$ cat config.mk
export PLATFORM = sky130hd
export DESIGN_NAME = qalu_front
export DESIGN_NICKNAME = d
export VERILOG_FILES = /design/src/hw/rtl/assert_macros.svh /design/src/hw/rtl/qalu_pkg.sv /design/src/hw/rtl/qalu_front.sv
export SDC_FILE = /design/constraint.sdc
export NUM_CORES = 1
export LEC_CHECK = 0
export BUFFER_PORTS_ARGS = -buffer_cell sky130_fd_sc_hd__buf_2
export CAP_MARGIN = 20
export CORE_AREA = 4 4 253 255
export DETAILED_ROUTE_END_ITERATION = 6
export DIE_AREA = 0 0 257 259
export MAX_ROUTING_LAYER = met4
export PLACE_DENSITY = 0.61
export SETUP_SLACK_MARGIN = 0.05
export SLEW_MARGIN = 20
export SYNTH_ARGS = -nofsm -noshare
export SYNTH_HDL_FRONTEND = slang
export SYNTH_SLANG_ARGS = --single-unit
$ cat constraint.sdc
create_clock -name vclk -period 12.7
set_clock_uncertainty 0.15 [all_clocks]
set_input_delay 2.54 -clock vclk [all_inputs]
set_output_delay 2.54 -clock vclk [all_outputs]
set_load 0.02 [all_outputs]
$ cat src/hw/rtl/assert_macros.svh
// ----------------------------------------------------------------------------
// Assertion macros
// Shared helpers for the concurrent checks of the quaternion ALU.
// ----------------------------------------------------------------------------
`ifndef ASSERT_MACROS_SVH
`define ASSERT_MACROS_SVH

// The antecedent implies the consequent in the same cycle.
`define QALU_ASSERT_SAME(lbl, ante, cons) \
    lbl: assert property (@(posedge i_clk) disable iff (!i_rst_n) (ante) |-> (cons)) \
        else $error("quaternion ALU check failed");

// The antecedent implies the consequent in the following cycle.
`define QALU_ASSERT_NEXT(lbl, ante, cons) \
    lbl: assert property (@(posedge i_clk) disable iff (!i_rst_n) (ante) |=> (cons)) \
        else $error("quaternion ALU check failed");

`endif

$ cat src/hw/rtl/qalu_pkg.sv
// ----------------------------------------------------------------------------
// qalu_pkg
// Constants, types and step functions shared by the quaternion ALU modules.
// ----------------------------------------------------------------------------
package qalu_pkg;

    localparam int FIELD_W     = 32;
    localparam int FRAC_BITS   = 16;
    localparam int OPW         = 32;
    localparam int PROD_W      = 2 * OPW;
    localparam int SQ_W        = PROD_W + 1;
    localparam int HS_W        = PROD_W + 2;
    localparam int ROOT_W      = OPW + 1;
    localparam int RAD_W       = 2 * ROOT_W;
    localparam int DEN_W       = SQ_W - FRAC_BITS;
    localparam int NUM_W       = DEN_W + 1;
    localparam int TOL_W       = 16;
    localparam int CFG_AW      = 3;
    localparam int CFG_DW      = 32;
    localparam int QUEUE_DEPTH = 4;

    localparam logic [0:0]       IDX_TOL   = 1'b0;
    localparam logic [TOL_W-1:0] TOL_RESET = TOL_W'(66);

    localparam logic [2:0] OP_MUL  = 3'd0;
    localparam logic [2:0] OP_ADD  = 3'd1;
    localparam logic [2:0] OP_SUB  = 3'd2;
    localparam logic [2:0] OP_CONJ = 3'd3;
    localparam logic [2:0] OP_INV  = 3'd4;
    localparam logic [2:0] OP_NORM = 3'd5;
    localparam logic [2:0] OP_LEN  = 3'd6;
    localparam logic [2:0] OP_UNIT = 3'd7;

    localparam logic [1:0] ST_OK  = 2'd0;
    localparam logic [1:0] ST_SAT = 2'd1;
    localparam logic [1:0] ST_DZ  = 2'd2;

    localparam logic [OPW-1:0] WORD_MAX = {1'b0, {(OPW-1){1'b1}}};
    localparam logic [OPW-1:0] WORD_MIN = {1'b1, {(OPW-1){1'b0}}};
    localparam logic signed [HS_W-1:0] MUL_HALF = HS_W'(1) <<< (FRAC_BITS - 1);
    localparam logic [SQ_W-1:0] SQ_ONE = SQ_W'(1) << (2 * FRAC_BITS);

    // Hamilton product: which b component pairs with a[t] for result c,
    // and which of the four terms is subtracted.
    localparam int unsigned HAM_IDX [4][4] = '{'{0, 1, 2, 3}, '{1, 0, 3, 2},
                                             '{2, 3, 0, 1}, '{3, 2, 1, 0}};
    localparam logic [3:0] HAM_NEG [4] = '{4'b1110, 4'b1000, 4'b0010, 4'b0100};

    typedef logic [3:0][OPW-1:0] t_quat;

    typedef struct packed {
        logic [2:0] op;
        t_quat      a;
        t_quat      b;
        t_quat      res;
        logic       sat;
    } t_item;

    typedef struct packed {
        logic [2:0]       op;
        t_quat            a;
        t_quat            res;
        logic             sat;
        logic             dz;
        logic             zq;
        logic             is_unit;
        logic [OPW-1:0]   norm;
        logic [DEN_W-1:0] den;
        logic [3:0]       neg;
    } t_side;

    typedef struct packed {
        logic [OPW-1:0] val;
        logic           sat;
    } t_satw;

    typedef struct packed {
        logic [ROOT_W:0]   rem;
        logic [ROOT_W-1:0] root;
        logic [RAD_W-1:0]  rad;
    } t_sq_st;

    typedef struct packed {
        logic [DEN_W-1:0] rem;
        logic [NUM_W-1:0] work;
        logic [DEN_W-1:0] den;
    } t_dv_st;

    function automatic t_satw sat_s(input logic signed [HS_W-1:0] v);
        logic signed [HS_W-1:0] hi;
        logic signed [HS_W-1:0] lo;
        t_satw r;
        hi = {{(HS_W-OPW+1){1'b0}}, {(OPW-1){1'b1}}};
        lo = ~hi;
        if (v > hi) begin
            r.val = WORD_MAX;
            r.sat = 1'b1;
        end else if (v < lo) begin
            r.val = WORD_MIN;
            r.sat = 1'b1;
        end else begin
            r.val = v[OPW-1:0];
            r.sat = 1'b0;
        end
        return r;
    endfunction

    // One digit of the restoring square root: two radicand bits in, one root bit out.
    function automatic t_sq_st sqrt_step(input t_sq_st s);
        logic [ROOT_W+2:0] rem2;
        logic [ROOT_W+2:0] trial;
        logic [ROOT_W+2:0] diff;
        t_sq_st r;
        rem2  = {s.rem, s.rad[RAD_W-1 -: 2]};
        trial = {1'b0, s.root, 2'b01};
        diff  = rem2 - trial;
        r.rad = {s.rad[RAD_W-3:0], 2'b00};
        if (rem2 >= trial) begin
            r.rem  = diff[ROOT_W:0];
            r.root = {s.root[ROOT_W-2:0], 1'b1};
        end else begin
            r.rem  = rem2[ROOT_W:0];
            r.root = {s.root[ROOT_W-2:0], 1'b0};
        end
        return r;
    endfunction

    // One bit of restoring division; quotient bits shift in behind the numerator.
    function automatic t_dv_st div_step(input t_dv_st s);
        logic [DEN_W:0] rem2;
        logic [DEN_W:0] diff;
        t_dv_st r;
        rem2  = {s.rem, s.work[NUM_W-1]};
        diff  = rem2 - {1'b0, s.den};
        r.den = s.den;
        if (rem2 >= {1'b0, s.den}) begin
            r.rem  = diff[DEN_W-1:0];
            r.work = {s.work[NUM_W-2:0], 1'b1};
        end else begin
            r.rem  = rem2[DEN_W-1:0];
            r.work = {s.work[NUM_W-2:0], 1'b0};
        end
        return r;
    endfunction

endpackage

$ cat src/hw/rtl/qalu_front.sv
// ----------------------------------------------------------------------------
// qalu_front
// Request intake: takes a beat, works out the add, subtract and conjugate
// results and passes the classified request to the queue.
// ----------------------------------------------------------------------------
module qalu_front (
    input  logic               i_valid,
    output logic               o_ready,
    input  logic [2:0]         i_req_type,
    input  qalu_pkg::t_quat    i_a,
    input  qalu_pkg::t_quat    i_b,
    input  logic               i_full,
    output logic               o_push,
    output qalu_pkg::t_item    o_item
);
    import qalu_pkg::*;

    logic signed [HS_W-1:0] w_sa [4];
    logic signed [HS_W-1:0] w_sb [4];
    logic signed [HS_W-1:0] w_v  [4];
    t_satw                  w_s  [4];

    always_comb begin
        o_item.op  = i_req_type;
        o_item.a   = i_a;
        o_item.b   = i_b;
        o_item.sat = 1'b0;
        for (int c = 0; c < 4; c++) begin
            w_sa[c] = HS_W'($signed(i_a[c]));
            w_sb[c] = HS_W'($signed(i_b[c]));
            case (i_req_type)
                OP_ADD:  w_v[c] = w_sa[c] + w_sb[c];
                OP_SUB:  w_v[c] = w_sa[c] - w_sb[c];
                OP_CONJ: w_v[c] = (c == 0) ? w_sa[c] : -w_sa[c];
                default: w_v[c] = '0;
            endcase
            w_s[c]        = sat_s(w_v[c]);
            o_item.res[c] = w_s[c].val;
            o_item.sat    = o_item.sat | w_s[c].sat;
        end
    end

    assign o_ready = !i_full;
    assign o_push  = i_valid && !i_full;

endmodule

==> out/metrics.csv <==
stage;metric;value;unit
placement;IO Port Bufs;651;
layout;count of clock buffers in the final design;0;
yosys;synth warn;0;
global_route;antenna violations before repair;5;
die;Core Area;61600;µm²
placement;routability cong.;0.955;
yosys;dominant cells by area after synthesis;ha_1 15%, buf_4 10%, a21oi_1 8.0%;
global_route;vias in the first global route;21600;
worst_setup_path;Crit path arrival time;7.71;ns
die;Die ar.;66600;µm²
hold_path;min-delay src;i_b[71];
layout;share of cells above drive strength 1;0.231;
timing;fmax;96.1;MHz
worst_setup_path;critical path type;in2out;
timing;Final Hold Vio Count;0;
routing;detailed-route DRC error count;0;
routing;post-route ant nets;0;
yosys;synthesized instance count;2934;
cts;CTS resizes;0;
global_route;global-route usage over all layers;0.236;
die;Die Height;259;µm
flow_run;Max-Cap Viols;0;
die;number of I/O pins;651;
layout;FF/Latch Area;0;µm²
timing;part of the cycle the worst path needs;0.819;
hold_path;HP Class;in2out;
timing;Slew Limit Headroom;0.209;
placement;Post-DP HPWL;68300;µm
yosys;Syn Nets;3436;
global_route;pin count of the biggest net entering global routing;57;
die;starting density of the core;0.314;
routing;routed vias/inst;5.73;
timing;max-slew violation count;0;
worst_setup_path;Crit. End Element;output pin;
hold_path;Hold Path End;o_item[200];
worst_setup_path;Worst Path Max Fanout;28;
global_route;grt ovf;0;
outcome;status;finished, final reports clean;
layout;area grow syn2layout;10.2;%
cts;hold buffers post-CTS;0;
routing;final WL;83800;µm
yosys;sequential fraction of the synthesis area;0;
worst_setup_path;CP Launch Type;primary input;
yosys;Commonest cells post-synth;307 x a21oi_1, 264 x buf_4, 234 x ha_1, 234 x nor2_1, 219 x inv_1;
timing;final setup TNS;0;ns
layout;area of the multi-input gates;16000;µm²
timing;endpoints failing setup;0;
global_route;global-route wire length before repair;125000;µm
yosys;post-synthesis cell area;19300;µm²
layout;Final nets;3703;
timing;setup repair after global routing missed its margin;false;
routing;DRT Pass-1 Iters;5;
hold_path;Worst Hold Depth;2;
worst_setup_path;Setup crit start;i_b[5];
cts;postcts setup bufs;0;
die;Die Span X;257;µm
yosys;Mapped Avg Cell Area;6.58;µm²
routing;First DRT Iteration DRCs;1892;
timing;actual slew at the worst max-slew pin;1.17;ns
yosys;Netlist cell types;103;
timing;min Tclk post-route;10.40;ns
layout;FF+latch count;0;
yosys;area leader, netlist;ha_1;
yosys;count leader, synth;a21oi_1;
yosys;Yosys top cell area share;0.152;
die;Cell Rows;91;
worst_setup_path;WP data required;10.01;ns
routing;Vias;23200;
routing;WL per Instance;20.7;µm
layout;# fillers;6882;
-- critical path, stage by stage --
cell,delay (ns)
buf_2,0.12
nor4_2,0.36
nand2_1,0.14
nor4_1,0.29
buf_4,0.22
nand2_1,0.07
o21ai_0,0.21
xor2_1,0.10
ha_1,0.37
nand2_1,0.09
nor2_1,0.26
nand4_1,0.16
o41ai_1,0.46
o21ai_1,0.13
a21oi_1,0.33
nor4b_1,0.12
a311oi_2,0.53
inv_1,0.21
nor2_4,0.60
nand4b_1,0.20
buf_2,0.18
-- layer usage --
metal	vias to the layer above	GRT usage	routed length, µm
met3	109	0.0147	5040
met1	11000	0.295	35500
li1	11100	-	-
met4	0	0.0543	2190
met2	1027	0.420	41100
met5	-	-	0
-- stage by stage --
step	util	area [µm²]	std cells	setup WS, ns	hold WS [ns]
6_report	0.346	21300	4041	2.30	5.19
5_1_grt	0.346	21300	4040	1.77	5.20
4_1_cts	0.345	21300	4036	2.31	5.19
3_5_place_dp	0.345	21300	4036	2.32	5.19
3_3_place_gp	0.345	21300	4035	2.06	5.19
2_1_floorplan	-	19300	2934	2.63	5.01
-- placed cells by master, fill, tap and decap left out, types with 40 or more instances in the layout --
| cell type | n |
|---|---|
| a21o_1 | 56 |
| a21oi_1 | 307 |
| a221oi_1 | 42 |
| a22oi_1 | 50 |
| buf_2 | 651 |
| ha_1 | 234 |
| inv_1 | 219 |
| nand2_1 | 165 |
| nor2_1 | 233 |
| nor3_1 | 81 |
| o21ai_0 | 208 |
| o21ai_1 | 40 |
| o21bai_1 | 60 |
| o221ai_1 | 43 |
| xnor2_1 | 106 |
| xor2_1 | 57 |
-- final cells by class --
type	instances	share of cell area
Inverter	219	0.0386
Tap cell	837	0.0492
Antenna cell	5	0.000588
Timing Repair Buffer	672	0.161
Multi-Input combinational cell	2308	0.751
-- cell families (layout without fill, tap and decap cells) --
group / after synthesis / in the layout / synth area share
AOI/OAI and AO/OA: 1110 / 1110 / 0.382
xor gates and xnor gates: 163 / 163 / 0.0739
adders and majority gates: 241 / 241 / 0.159
buffers and inverters: 626 / 891 / 0.175
muxes: 11 / 11 / 0.00596
other: 0 / 5 / 0
and+or+nand+nor: 783 / 783 / 0.204
-- worst max path at each step --
| stage | end | slack [ns] | cells after the start |
|---|---|---|---|
| after global routing | o_item[0] | 1.77 | 21 |
| after detailed placement | o_item[0] | 2.32 | 21 |
| final | o_item[0] | 2.30 | 21 |
| after global placement | o_item[0] | 2.06 | 21 |
| after floorplan | o_item[25] | 2.63 | 21 |
| after CTS | o_item[0] | 2.31 | 21 |
