==> config.mk <==
export PLATFORM = sky130hd
export DESIGN_NAME = qalu_fifo
export DESIGN_NICKNAME = d
export VERILOG_FILES = /design/src/hw/rtl/assert_macros.svh /design/src/hw/rtl/qalu_pkg.sv /design/src/hw/rtl/qalu_fifo.sv
export SDC_FILE = /design/constraint.sdc
export NUM_CORES = 1
export LEC_CHECK = 0
export ABC_CLOCK_PERIOD_IN_PS = 9450
export BUFFER_PORTS_ARGS = -buffer_cell sky130_fd_sc_hd__buf_4
export CAP_MARGIN = 0
export CORE_AREA = 2 2 334 402
export CTS_CLUSTER_DIAMETER = 50
export DETAILED_ROUTE_END_ITERATION = 7
export DIE_AREA = 0 0 336 404
export PLACE_DENSITY = 0.75
export SYNTH_ARGS = -nofsm -noshare
export SYNTH_HDL_FRONTEND = slang
export SYNTH_SLANG_ARGS = --single-unit
==> constraint.sdc <==
create_clock -name i_clk -period 9.45 [get_ports i_clk]
set_input_delay 0.4725 -clock i_clk [delete_from_list [all_inputs] [get_ports i_clk]]
set_output_delay 0.4725 -clock i_clk [all_outputs]
set_load 0.02 [all_outputs]
==> src/hw/rtl/assert_macros.svh <==
// ----------------------------------------------------------------------------
// Assertion macros
// Shared helpers for the concurrent checks of the quaternion ALU.
// ----------------------------------------------------------------------------
`ifndef ASSERT_MACROS_SVH
`define ASSERT_MACROS_SVH

// The antecedent implies the consequent in the same cycle.
`define QALU_ASSERT_SAME(lbl, ante, cons) \
    lbl: assert property (@(posedge i_clk) disable iff (!i_rst_n) (ante) |-> (cons)) \
        else $error("quaternion ALU check failed");

// The antecedent implies the consequent in the following cycle.
`define QALU_ASSERT_NEXT(lbl, ante, cons) \
    lbl: assert property (@(posedge i_clk) disable iff (!i_rst_n) (ante) |=> (cons)) \
        else $error("quaternion ALU check failed");

`endif

==> src/hw/rtl/qalu_pkg.sv <==
// ----------------------------------------------------------------------------
// qalu_pkg
// Constants, types and step functions shared by the quaternion ALU modules.
// ----------------------------------------------------------------------------
package qalu_pkg;

    localparam int FIELD_W     = 32;
    localparam int FRAC_BITS   = 16;
    localparam int OPW         = 32;
    localparam int PROD_W      = 2 * OPW;
    localparam int SQ_W        = PROD_W + 1;
    localparam int HS_W        = PROD_W + 2;
    localparam int ROOT_W      = OPW + 1;
    localparam int RAD_W       = 2 * ROOT_W;
    localparam int DEN_W       = SQ_W - FRAC_BITS;
    localparam int NUM_W       = DEN_W + 1;
    localparam int TOL_W       = 16;
    localparam int CFG_AW      = 3;
    localparam int CFG_DW      = 32;
    localparam int QUEUE_DEPTH = 4;

    localparam logic [0:0]       IDX_TOL   = 1'b0;
    localparam logic [TOL_W-1:0] TOL_RESET = TOL_W'(66);

    localparam logic [2:0] OP_MUL  = 3'd0;
    localparam logic [2:0] OP_ADD  = 3'd1;
    localparam logic [2:0] OP_SUB  = 3'd2;
    localparam logic [2:0] OP_CONJ = 3'd3;
    localparam logic [2:0] OP_INV  = 3'd4;
    localparam logic [2:0] OP_NORM = 3'd5;
    localparam logic [2:0] OP_LEN  = 3'd6;
    localparam logic [2:0] OP_UNIT = 3'd7;

    localparam logic [1:0] ST_OK  = 2'd0;
    localparam logic [1:0] ST_SAT = 2'd1;
    localparam logic [1:0] ST_DZ  = 2'd2;

    localparam logic [OPW-1:0] WORD_MAX = {1'b0, {(OPW-1){1'b1}}};
    localparam logic [OPW-1:0] WORD_MIN = {1'b1, {(OPW-1){1'b0}}};
    localparam logic signed [HS_W-1:0] MUL_HALF = HS_W'(1) <<< (FRAC_BITS - 1);
    localparam logic [SQ_W-1:0] SQ_ONE = SQ_W'(1) << (2 * FRAC_BITS);

    // Hamilton product: which b component pairs with a[t] for result c,
    // and which of the four terms is subtracted.
    localparam int unsigned HAM_IDX [4][4] = '{'{0, 1, 2, 3}, '{1, 0, 3, 2},
                                             '{2, 3, 0, 1}, '{3, 2, 1, 0}};
    localparam logic [3:0] HAM_NEG [4] = '{4'b1110, 4'b1000, 4'b0010, 4'b0100};

    typedef logic [3:0][OPW-1:0] t_quat;

    typedef struct packed {
        logic [2:0] op;
        t_quat      a;
        t_quat      b;
        t_quat      res;
        logic       sat;
    } t_item;

    typedef struct packed {
        logic [2:0]       op;
        t_quat            a;
        t_quat            res;
        logic             sat;
        logic             dz;
        logic             zq;
        logic             is_unit;
        logic [OPW-1:0]   norm;
        logic [DEN_W-1:0] den;
        logic [3:0]       neg;
    } t_side;

    typedef struct packed {
        logic [OPW-1:0] val;
        logic           sat;
    } t_satw;

    typedef struct packed {
        logic [ROOT_W:0]   rem;
        logic [ROOT_W-1:0] root;
        logic [RAD_W-1:0]  rad;
    } t_sq_st;

    typedef struct packed {
        logic [DEN_W-1:0] rem;
        logic [NUM_W-1:0] work;
        logic [DEN_W-1:0] den;
    } t_dv_st;

    function automatic t_satw sat_s(input logic signed [HS_W-1:0] v);
        logic signed [HS_W-1:0] hi;
        logic signed [HS_W-1:0] lo;
        t_satw r;
        hi = {{(HS_W-OPW+1){1'b0}}, {(OPW-1){1'b1}}};
        lo = ~hi;
        if (v > hi) begin
            r.val = WORD_MAX;
            r.sat = 1'b1;
        end else if (v < lo) begin
            r.val = WORD_MIN;
            r.sat = 1'b1;
        end else begin
            r.val = v[OPW-1:0];
            r.sat = 1'b0;
        end
        return r;
    endfunction

    // One digit of the restoring square root: two radicand bits in, one root bit out.
    function automatic t_sq_st sqrt_step(input t_sq_st s);
        logic [ROOT_W+2:0] rem2;
        logic [ROOT_W+2:0] trial;
        logic [ROOT_W+2:0] diff;
        t_sq_st r;
        rem2  = {s.rem, s.rad[RAD_W-1 -: 2]};
        trial = {1'b0, s.root, 2'b01};
        diff  = rem2 - trial;
        r.rad = {s.rad[RAD_W-3:0], 2'b00};
        if (rem2 >= trial) begin
            r.rem  = diff[ROOT_W:0];
            r.root = {s.root[ROOT_W-2:0], 1'b1};
        end else begin
            r.rem  = rem2[ROOT_W:0];
            r.root = {s.root[ROOT_W-2:0], 1'b0};
        end
        return r;
    endfunction

    // One bit of restoring division; quotient bits shift in behind the numerator.
    function automatic t_dv_st div_step(input t_dv_st s);
        logic [DEN_W:0] rem2;
        logic [DEN_W:0] diff;
        t_dv_st r;
        rem2  = {s.rem, s.work[NUM_W-1]};
        diff  = rem2 - {1'b0, s.den};
        r.den = s.den;
        if (rem2 >= {1'b0, s.den}) begin
            r.rem  = diff[DEN_W-1:0];
            r.work = {s.work[NUM_W-2:0], 1'b1};
        end else begin
            r.rem  = rem2[DEN_W-1:0];
            r.work = {s.work[NUM_W-2:0], 1'b0};
        end
        return r;
    endfunction

endpackage

==> src/hw/rtl/qalu_fifo.sv <==
// ----------------------------------------------------------------------------
// qalu_fifo
// Short request queue between the intake and the arithmetic pipeline.
// ----------------------------------------------------------------------------
module qalu_fifo #(
    parameter int DEPTH = qalu_pkg::QUEUE_DEPTH
) (
    input  logic            i_clk,
    input  logic            i_rst_n,
    input  logic            i_push,
    input  qalu_pkg::t_item i_item,
    output logic            o_full,
    input  logic            i_pop,
    output logic            o_empty,
    output qalu_pkg::t_item o_item
);
    import qalu_pkg::*;

    localparam int AW = (DEPTH > 1) ? $clog2(DEPTH) : 1;
    localparam int CW = $clog2(DEPTH + 1);

    t_item         r_mem [DEPTH];
    logic [AW-1:0] r_wp;
    logic [AW-1:0] r_rp;
    logic [CW-1:0] r_cnt;
    logic          w_wr;
    logic          w_rd;

    assign o_full  = (r_cnt == CW'(DEPTH));
    assign o_empty = (r_cnt == '0);
    assign w_wr    = i_push && !o_full;
    assign w_rd    = i_pop && !o_empty;
    assign o_item  = r_mem[r_rp];

    always_ff @(posedge i_clk) begin
        if (!i_rst_n) begin
            r_wp  <= '0;
            r_rp  <= '0;
            r_cnt <= '0;
        end else begin
            if (w_wr) begin
                r_wp <= (r_wp == AW'(DEPTH - 1)) ? '0 : r_wp + 1'b1;
            end
            if (w_rd) begin
                r_rp <= (r_rp == AW'(DEPTH - 1)) ? '0 : r_rp + 1'b1;
            end
            if (w_wr && !w_rd) begin
                r_cnt <= r_cnt + 1'b1;
            end else if (w_rd && !w_wr) begin
                r_cnt <= r_cnt - 1'b1;
            end
        end
    end

    always_ff @(posedge i_clk) begin
        if (w_wr) begin
            r_mem[r_wp] <= i_item;
        end
    end

endmodule

==> flow_summary.toml <==
[sta]
finalCriticalPeriod_ps = 4530
hold_fails_final_rpt = 0
totalNegativeSetupSlack_ps = 0
setup_viol_count_final = 0
final-max-slew-violation-count = 0
fin_worst_skew_ps = 22.9
fmaxAchievable_mhz = 221
rsz_0062_raised_after_global_routing = "no"
worst_hold_slack_ps = 199
min_period_over_period_pct = 47.9
max_slew_margin_pct = 21.9
slew_at_the_pin_closest_to_its_max_slew_limit_ps = 1170

[cts]
clkSinkCount = 1561
postCtsResizedCells = 0
cts_buffers = 154
cts-htree-levels = 4
insertion_delay_ps = 770
postCtsSetupBuffers = 0
worst_setup_hold_path_clk_slew_ps = 60
cts_buffer_depth = 3
cts-root-buf = "clkbuf_16"
cts_tree = "built"

[synth]
synthCells = 2077
yosysWarningCount = 0
yosys.area.top_type = "edfxtp_1"
synth_seq_cells = 1561
synth.top_cell.area_share_pct = 82.5
synth.cell_area_um2 = 56500
mappedNetlistNets = 2476
yosys-top-cells-area = "edfxtp_1, mux4_2, buf_6"
yosys.cell_types.count = 24
seq_area_frac_synth_pct = 82.9
post_synth.cell_area_avg_um2 = 27.2

[place]
port_buffers = 781
place_congestion = 0.786
post_detailed_placement_cell_area_um2 = 64300
post-dp-hpwl_um = 74700

[die]
die_width_um = 336
core_area_um2 = 132000
dieArea_um2 = 136000
ioPinCount = 782
effective_utilization_at_floorplan_pct = 42.9
chipHeight_um = 404
rows = 146

[drt]
antenna_violating_nets_post_route = 0
detail_route.drc_violations = 0
via_count = 27700
detail_route.vias_per_cell = 5.28
drt_iter0_drc = 2120
totalWireLength_um = 131000
1st_pass_router_iterations = 5
detail_route.wl_per_cell_um = 24.9

[critical_path]
r2r_end = "r_mem[3][168]"
cp.required_ps = 8980
timing.critical_path.to_type = "output pin"
rr_startpoint = "r_cnt[0]"
r2r_setup_slack_ps = 5670
worstPathCellList = "buf_12, buf_12, mux4_2, buf_4"
setup.worst_path.class = "register to output pin"
start_kind = "register"
timing.critical_path.slowest_cell_delay_ps = 940
critical_path.slowest_cell = "dfxtp_4"
critPathMaxFanout = 101
reg2reg_path_depth = 5
critPathArrivalTime_ps = 4050
worst_path_most_repeated_cell = "buf_12"

[layout]
most_common_cell_after_layout_fill_and_taps_aside = "edfxtp_1"
mostFrequentLayoutCells = "edfxtp_1, buf_4, dlygate4sd3_1"
area_delta_synth_final_pct = 29.9
layout.core_utilization_pct = 55.7
post_route_cells_drive_above_1_share_pct = 41.2
area_of_all_placed_cells_without_fillers_um2 = 73400
final_net_count = 3738

[grt]
gr-usage-all-layers_pct = 18.8
remaining_global_route_overflow = 0
grt_first_pass_wirelength_um = 189000
grt_pass1_vias = 29400
antenna_found_initial = 16
maximum_number_of_pins_on_one_net_before_global_route_repair = 140

[pwr]
report.power.total_uw = 20200
cellPowerDensity_nw_per_um2 = 275
ir_worst_vdd_mv = 0.288
power.leakage_uw = 0.0245

[min_path]
worst_hold_path_type = "input pin to register"
hold_path_depth = 3
holdCritStartpoint = "i_pop"

[job]
cap_violations = 0

[run_status]
outcome = "finished clean"
final cells by class:
cell class	instances	area [µm²]
diodes	16	40.0
repair buffers	1194	10100
inverters	3	11.3
clock buffers	174	3990
well taps	1776	2220
multi-input cells	425	9020
clock inverters	100	1150
flip-flops and latches	1561	46800
fillers	9234	58400
worst max path at each step:
stage / end / slack [ps] / from
3_5_place_dp: r_mem[0][245] / 5620 / i_push
2_1_floorplan: r_mem[0][0] / 3280 / r_cnt[0]
4_1_cts: o_item[366] / 4800 / register
5_1_grt: o_item[366] / 4590 / register
6_report: o_item[366] / 4920 / register
3_3_place_gp: r_mem[0][169] / 5590 / i_push
stage by stage:
stage	std cells	setup slack, ps
floorplan	2077	3280
global placement	4570	5590
detailed placement	4570	5620
CTS	5233	4800
global route	5248	4590
finish	5249	4920
sequential cells by signal (all words and copies together), names as in the netlist, named ones only:
name   cells
r_rp       2
r_mem   1552
r_wp       2
r_cnt      3
power breakdown:
group,internal (µW),switching [µW]
registers,8440,239
clock network,3650,2550
logic,2350,2940
Yosys cell counts:
cell and number:
fa_1 1, and2_1 5, buf_1 3, nor3_1 1
o31ai_1 1, xor2_1 1, nor2_1 2, xnor2_1 1
inv_1 3, dfxtp_1 9, buf_6 37, buf_2 40
ha_1 6, nor2b_1 2, mux4_2 388, a21boi_0 1
clkbuf_1 8, nand3_1 2, nand2_1 6, mux2i_1 3
o21ai_0 3, nor3b_1 1, or3_1 1, edfxtp_1 1552
kinds of logic after synthesis:
family / after synthesis / share of synthesized area, %
flip-flops: 1561 / 82.9
multiplexers: 391 / 15.5
buffers and inverters: 91 / 1.19
AND/OR/NAND/NOR: 20 / 0.182
adder cells (fa/ha/maj): 7 / 0.168
AO/OA/AOI/OAI: 5 / 0.0532
XOR/XNOR: 2 / 0.0310
layer usage:
metal / vias to the layer above / wire length [µm] / part of all wire, % / global-route usage (%)
li1: 11600 / - / - / -
met1: 14600 / 47000 / 36 / 22.1
met2: 1261 / 68100 / 52 / 32.3
met3: 266 / 10400 / 8.0 / 5.15
met4: 0 / 5380 / 4.1 / 8.45
met5: - / 0 / 0 / 0
what timing repair did:
| action | in CTS | in global routing |
|---|---|---|
| endpoints found under the setup margin | 0 | 0 |
| hold buffers | 389 | 0 |
| hold endpoints to repair | 1557 | 0 |
critical path: cells and delay by family, from the launching register on:
| kind | cells | cell delay, ps |
|---|---|---|
| buf+inv | 3 | 1400 |
| flops | 1 | 940 |
| mux | 1 | 640 |
(Power assumes the default switching activity.)
